### src/imudf_pkg.sv
// ----------------------------------------------------------------------------
// imudf_pkg
// Types, codes and widths shared by the inertial disagreement monitor.
// ----------------------------------------------------------------------------
`default_nettype none

package imudf_pkg;

  localparam int AXES      = 3;
  localparam int SAMPLE_W  = 16;
  localparam int THRESH_W  = 17;
  localparam int WINDOW_W  = 16;
  localparam int SQ_W      = 2 * SAMPLE_W;
  localparam int SUM_W     = 2 * THRESH_W;
  localparam int KIND_W    = 2;
  localparam int REG_IDX_W = 2;

  localparam logic [KIND_W-1:0] KIND_TICK   = 2'd0;
  localparam logic [KIND_W-1:0] KIND_SAMPLE = 2'd1;
  localparam logic [KIND_W-1:0] KIND_CHECK  = 2'd2;

  localparam logic [REG_IDX_W-1:0] REG_ACCEL_THRESHOLD = 2'd0;
  localparam logic [REG_IDX_W-1:0] REG_GYRO_THRESHOLD  = 2'd1;
  localparam logic [REG_IDX_W-1:0] REG_WINDOW_TICKS    = 2'd2;

  localparam logic [WINDOW_W-1:0] WINDOW_RESET = 16'd100;
  localparam logic [WINDOW_W-1:0] TICKS_MAX    = 16'hFFFF;

  typedef logic [AXES-1:0][SAMPLE_W-1:0] vec_t;
  typedef logic [AXES-1:0][SQ_W-1:0]     sq_vec_t;

  typedef struct packed {
    logic [KIND_W-1:0]          kind;
    logic signed [SAMPLE_W-1:0] accel_x;
    logic signed [SAMPLE_W-1:0] accel_y;
    logic signed [SAMPLE_W-1:0] accel_z;
    logic signed [SAMPLE_W-1:0] gyro_x;
    logic signed [SAMPLE_W-1:0] gyro_y;
    logic signed [SAMPLE_W-1:0] gyro_z;
  } in_item_t;

  typedef struct packed {
    logic agree;
    logic exceeded;
  } out_item_t;

endpackage

`default_nettype wire

### src/imudf_sqdiff.sv
// ----------------------------------------------------------------------------
// imudf_sqdiff
// Per-axis squared difference of two signed three-axis vectors.
// ----------------------------------------------------------------------------
`default_nettype none

module imudf_sqdiff import imudf_pkg::*; (
  input  vec_t    a,
  input  vec_t    b,
  output sq_vec_t sq
);

  logic signed [AXES-1:0][SAMPLE_W:0] diff;
  logic        [AXES-1:0][SAMPLE_W:0] mag;

  always_comb begin
    for (int i = 0; i < AXES; i++) begin
      diff[i] = $signed({a[i][SAMPLE_W-1], a[i]}) - $signed({b[i][SAMPLE_W-1], b[i]});
      mag[i]  = diff[i][SAMPLE_W] ? (~diff[i] + 1'b1) : diff[i];
      sq[i]   = mag[i][SAMPLE_W-1:0] * mag[i][SAMPLE_W-1:0];
    end
  end

endmodule

`default_nettype wire

### config.mk
export PLATFORM = sky130hd
export DESIGN_NAME = imudf_sqdiff
export DESIGN_NICKNAME = d
export VERILOG_FILES = /design/src/imudf_pkg.sv /design/src/imudf_sqdiff.sv
export SDC_FILE = /design/constraint.sdc
export NUM_CORES = 2
export LEC_CHECK = 0
export ABC_AREA = 1
export BUFFER_PORTS_ARGS = -buffer_cell sky130_fd_sc_hd__buf_2
export CORE_ASPECT_RATIO = 1.5
export CORE_MARGIN = 10
export CORE_UTILIZATION = 35
export DETAILED_ROUTE_END_ITERATION = 6
export SETUP_SLACK_MARGIN = 0.02
export SYNTH_ARGS = -nofsm -noshare
export SYNTH_HDL_FRONTEND = slang
export SYNTH_SLANG_ARGS = --single-unit
### constraint.sdc
create_clock -name vclk -period 21.8
set_input_delay 2.18 -clock vclk [all_inputs]
set_output_delay 2.18 -clock vclk [all_outputs]
set_load 0.02 [all_outputs]
# Word level (Yosys, flattened, before mapping)
# Index checks and enable logic that the tools add are counted.
# word_totals
elab_cells	15
input_bits	96
regBits	0
out_inout_bits	96
# op_classes
bitwise	3
n_mul	3
addsub	6
muxes	3
# op_table
cell	n
16-bit by 16-bit multiplier with 32-bit output	3
16-bit by 16-bit subtractor with 17-bit output	3
16-bit by 1-bit adder with 16-bit output (second input constant)	3
16-bit two-way mux	3
16-bit NOT	3

# Logic depth before layout (Yosys ltp)
# logic_depth
ltp_word	5
mapped_depth	43
ltp_nobuf	42

# Worst setup path after synthesis
# OpenSTA, ideal clock, no wires.
# synth_path
path_kind	input -> output
start	input a[32] in the netlist's numbering
end	output sq[89] in the netlist's numbering
n_path_buf	1
arrival_time_ps	9120
cell_stages	37
setup_slack_ps	10500
required_ps	19620
path_cell_list	inv_1 ha_1 fa_1 inv_1 nand3_1 nand3_1 nand2_2 nand2_2 nand3_1 nand3_1 nand2_4 or2_1 xor2_2 buf_2 nor2_1 fa_1 inv_1 fa_1 inv_1 ha_1 fa_1 inv_1 fa_1 inv_1 fa_1 ha_1 a21oi_1 nor2_1 nor3_1 nand2_1 a21oi_1 o21ai_0 a21oi_1 inv_1 nand3_1 nand2_1 xor2_1
# synth_rtl
item	line	text
start: declaration	imudf_sqdiff.sv:8	input vec_t a,
end: declaration	imudf_sqdiff.sv:10	output sq_vec_t sq

==> out/metrics.yaml <==
fin_cells: 4632
critical_path_arrival_ns: 10.37
slew_violations: 0
n_clock_buffer: 0
path_class: "in2out"
cp_max_fo: 17
track_usage_pct: 16.8
io_pins: 192
yosysSeqAreaShare_pct: 0
gp_congestion: 0.910
setup_viol: 0
dp_worst_setup_slack_ns: 9.28
slowest_delay_ns: 0.75
tightest_slew_ns: 0.939
max_freq_mhz: 79.7
start_util_pct: 35.3
synthCells: 3486
critical_path.endpoint_type: "output pin"
cts_hold_buf: 0
status: "completed"
synth_top_area_cell: "fa_1"
syn-cell-area_um2: 26100
drt_iter0_markers: 891
finalHoldViolations: 0
vias: 22000
wl_per_cell_um: 15.3
drive_above_1_share_pct: 10.0
yosys-top-cells-area: "fa_1 38%, ha_1 16%, inv_1 14%"
nets: 4565
fp.dieArea_um2: 86100
drc: 0
ys_top_cells_by_count: "956 x inv_1, 592 x nand2_1, 489 x fa_1"
chipWidth_um: 243
nFlopsAndLatches: 0
firstDrtPassIters: 5
ys_warn_count: 0
post-route-min-period_ns: 12.55
syn_avg_cell_area_um2: 7.49
num_rows: 122
grt_pass1_wl_um: 119000
grt_pass1_vias: 24400
finalWirelength_um: 70700
fin_crit_sh_pct: 57.6
slowest_stage: "xor2_1"
coreArea_um2: 73900
min_from: "b[32]"
setup_ws_ns: 9.25
die_h_um: 354
slew_headroom_pct: 37.4
grt_start_max_net_pins: 23
ys_types: 56
synth.top_cell.area_share_pct: 37.5
dp.cells: 4631
startpoint_type: "input pin"
post-cts-setup-buffer-count: 0
syn_to_final_growth_pct: 7.48
fillers: 7963
critPathRequiredTime_ns: 19.62
place.port_buffers: 189
hold_path.class: "in2out"
rsz0062_at_grt: "false"
grt.overflow.total: 0
yosysMostFrequentCell: "inv_1"
seq_area_um2: 0
dp_hpwl_um: 63200
viasPerCell: 4.74
crit_start: "a[0]"
antenna_found_initial: 5
post_cts_resize_count: 0
drtAntennaViolNets: 0
maxCapViolations: 0
tns_ns: 0
[per-stage QoR]
stage	cell area, um^2	utilization, %	hold slack, ns
floorplan	26100	-	4.72
global placement	28000	38.0	5.26
detailed placement	28000	38.0	5.25
CTS	28000	38.0	5.25
global route	28000	38.0	5.29
finish	28000	38.0	5.23
[routing by layer]
metal  global-route usage, %  part of all wire [%]  up-vias
li1                        -                     -    10600
met1                    17.3                    36    10700
met2                    34.1                    55      504
met3                    1.21                   3.9      149
met4                    6.37                   4.4        4
met5                       0                 0.030        -
[final cells by class]
| cell class | count | area [um^2] | area share (%) |
|---|---|---|---|
| inverter | 1005 | 3780 | 13.5 |
| antenna | 1 | 2.50 | 0.00892 |
| tap | 992 | 1240 | 4.43 |
| timing repair buffer | 195 | 991 | 3.53 |
| multi-input combinational | 2439 | 22000 | 78.6 |
[logic make-up after synthesis]
logic type | after synthesis | synth area share [%]
fa+ha+maj | 828 | 53.8
other cells | 1 | 0.0144
simple gates | 1201 | 19.8
xor+xnor | 121 | 4.56
compound gates | 286 | 6.23
buf+inv | 1049 | 15.6
[final timing paths]
kind                 end  cells past startpoint
hold / removal    sq[64]                      5
setup / recovery  sq[28]                     39
[placed cells by master (no fill, tap or decap), types with 11 or more instances in the layout]
cell type,n
xor2_1,68
a31oi_1,16
nor2_1,332
fa_1,489
nand3_1,125
nor2_4,15
xnor2_1,39
inv_1,956
nor2_2,17
nand2_2,49
nand4_1,17
ha_1,339
buf_2,189
nor3_1,14
nand2_1,592
nand3b_1,11
a21oi_1,141
inv_2,46
o21ai_0,65
[worst max-delay path, delay by kind of cell]
| kind | cells | cell delay, ns |
|---|---|---|
| adder cells (fa/ha/maj) | 9 | 3.98 |
| AND/OR/NAND/NOR | 13 | 1.28 |
| XOR/XNOR | 2 | 0.91 |
| AO/OA/AOI/OAI | 5 | 0.94 |
| buffers and inverters | 10 | 1.08 |
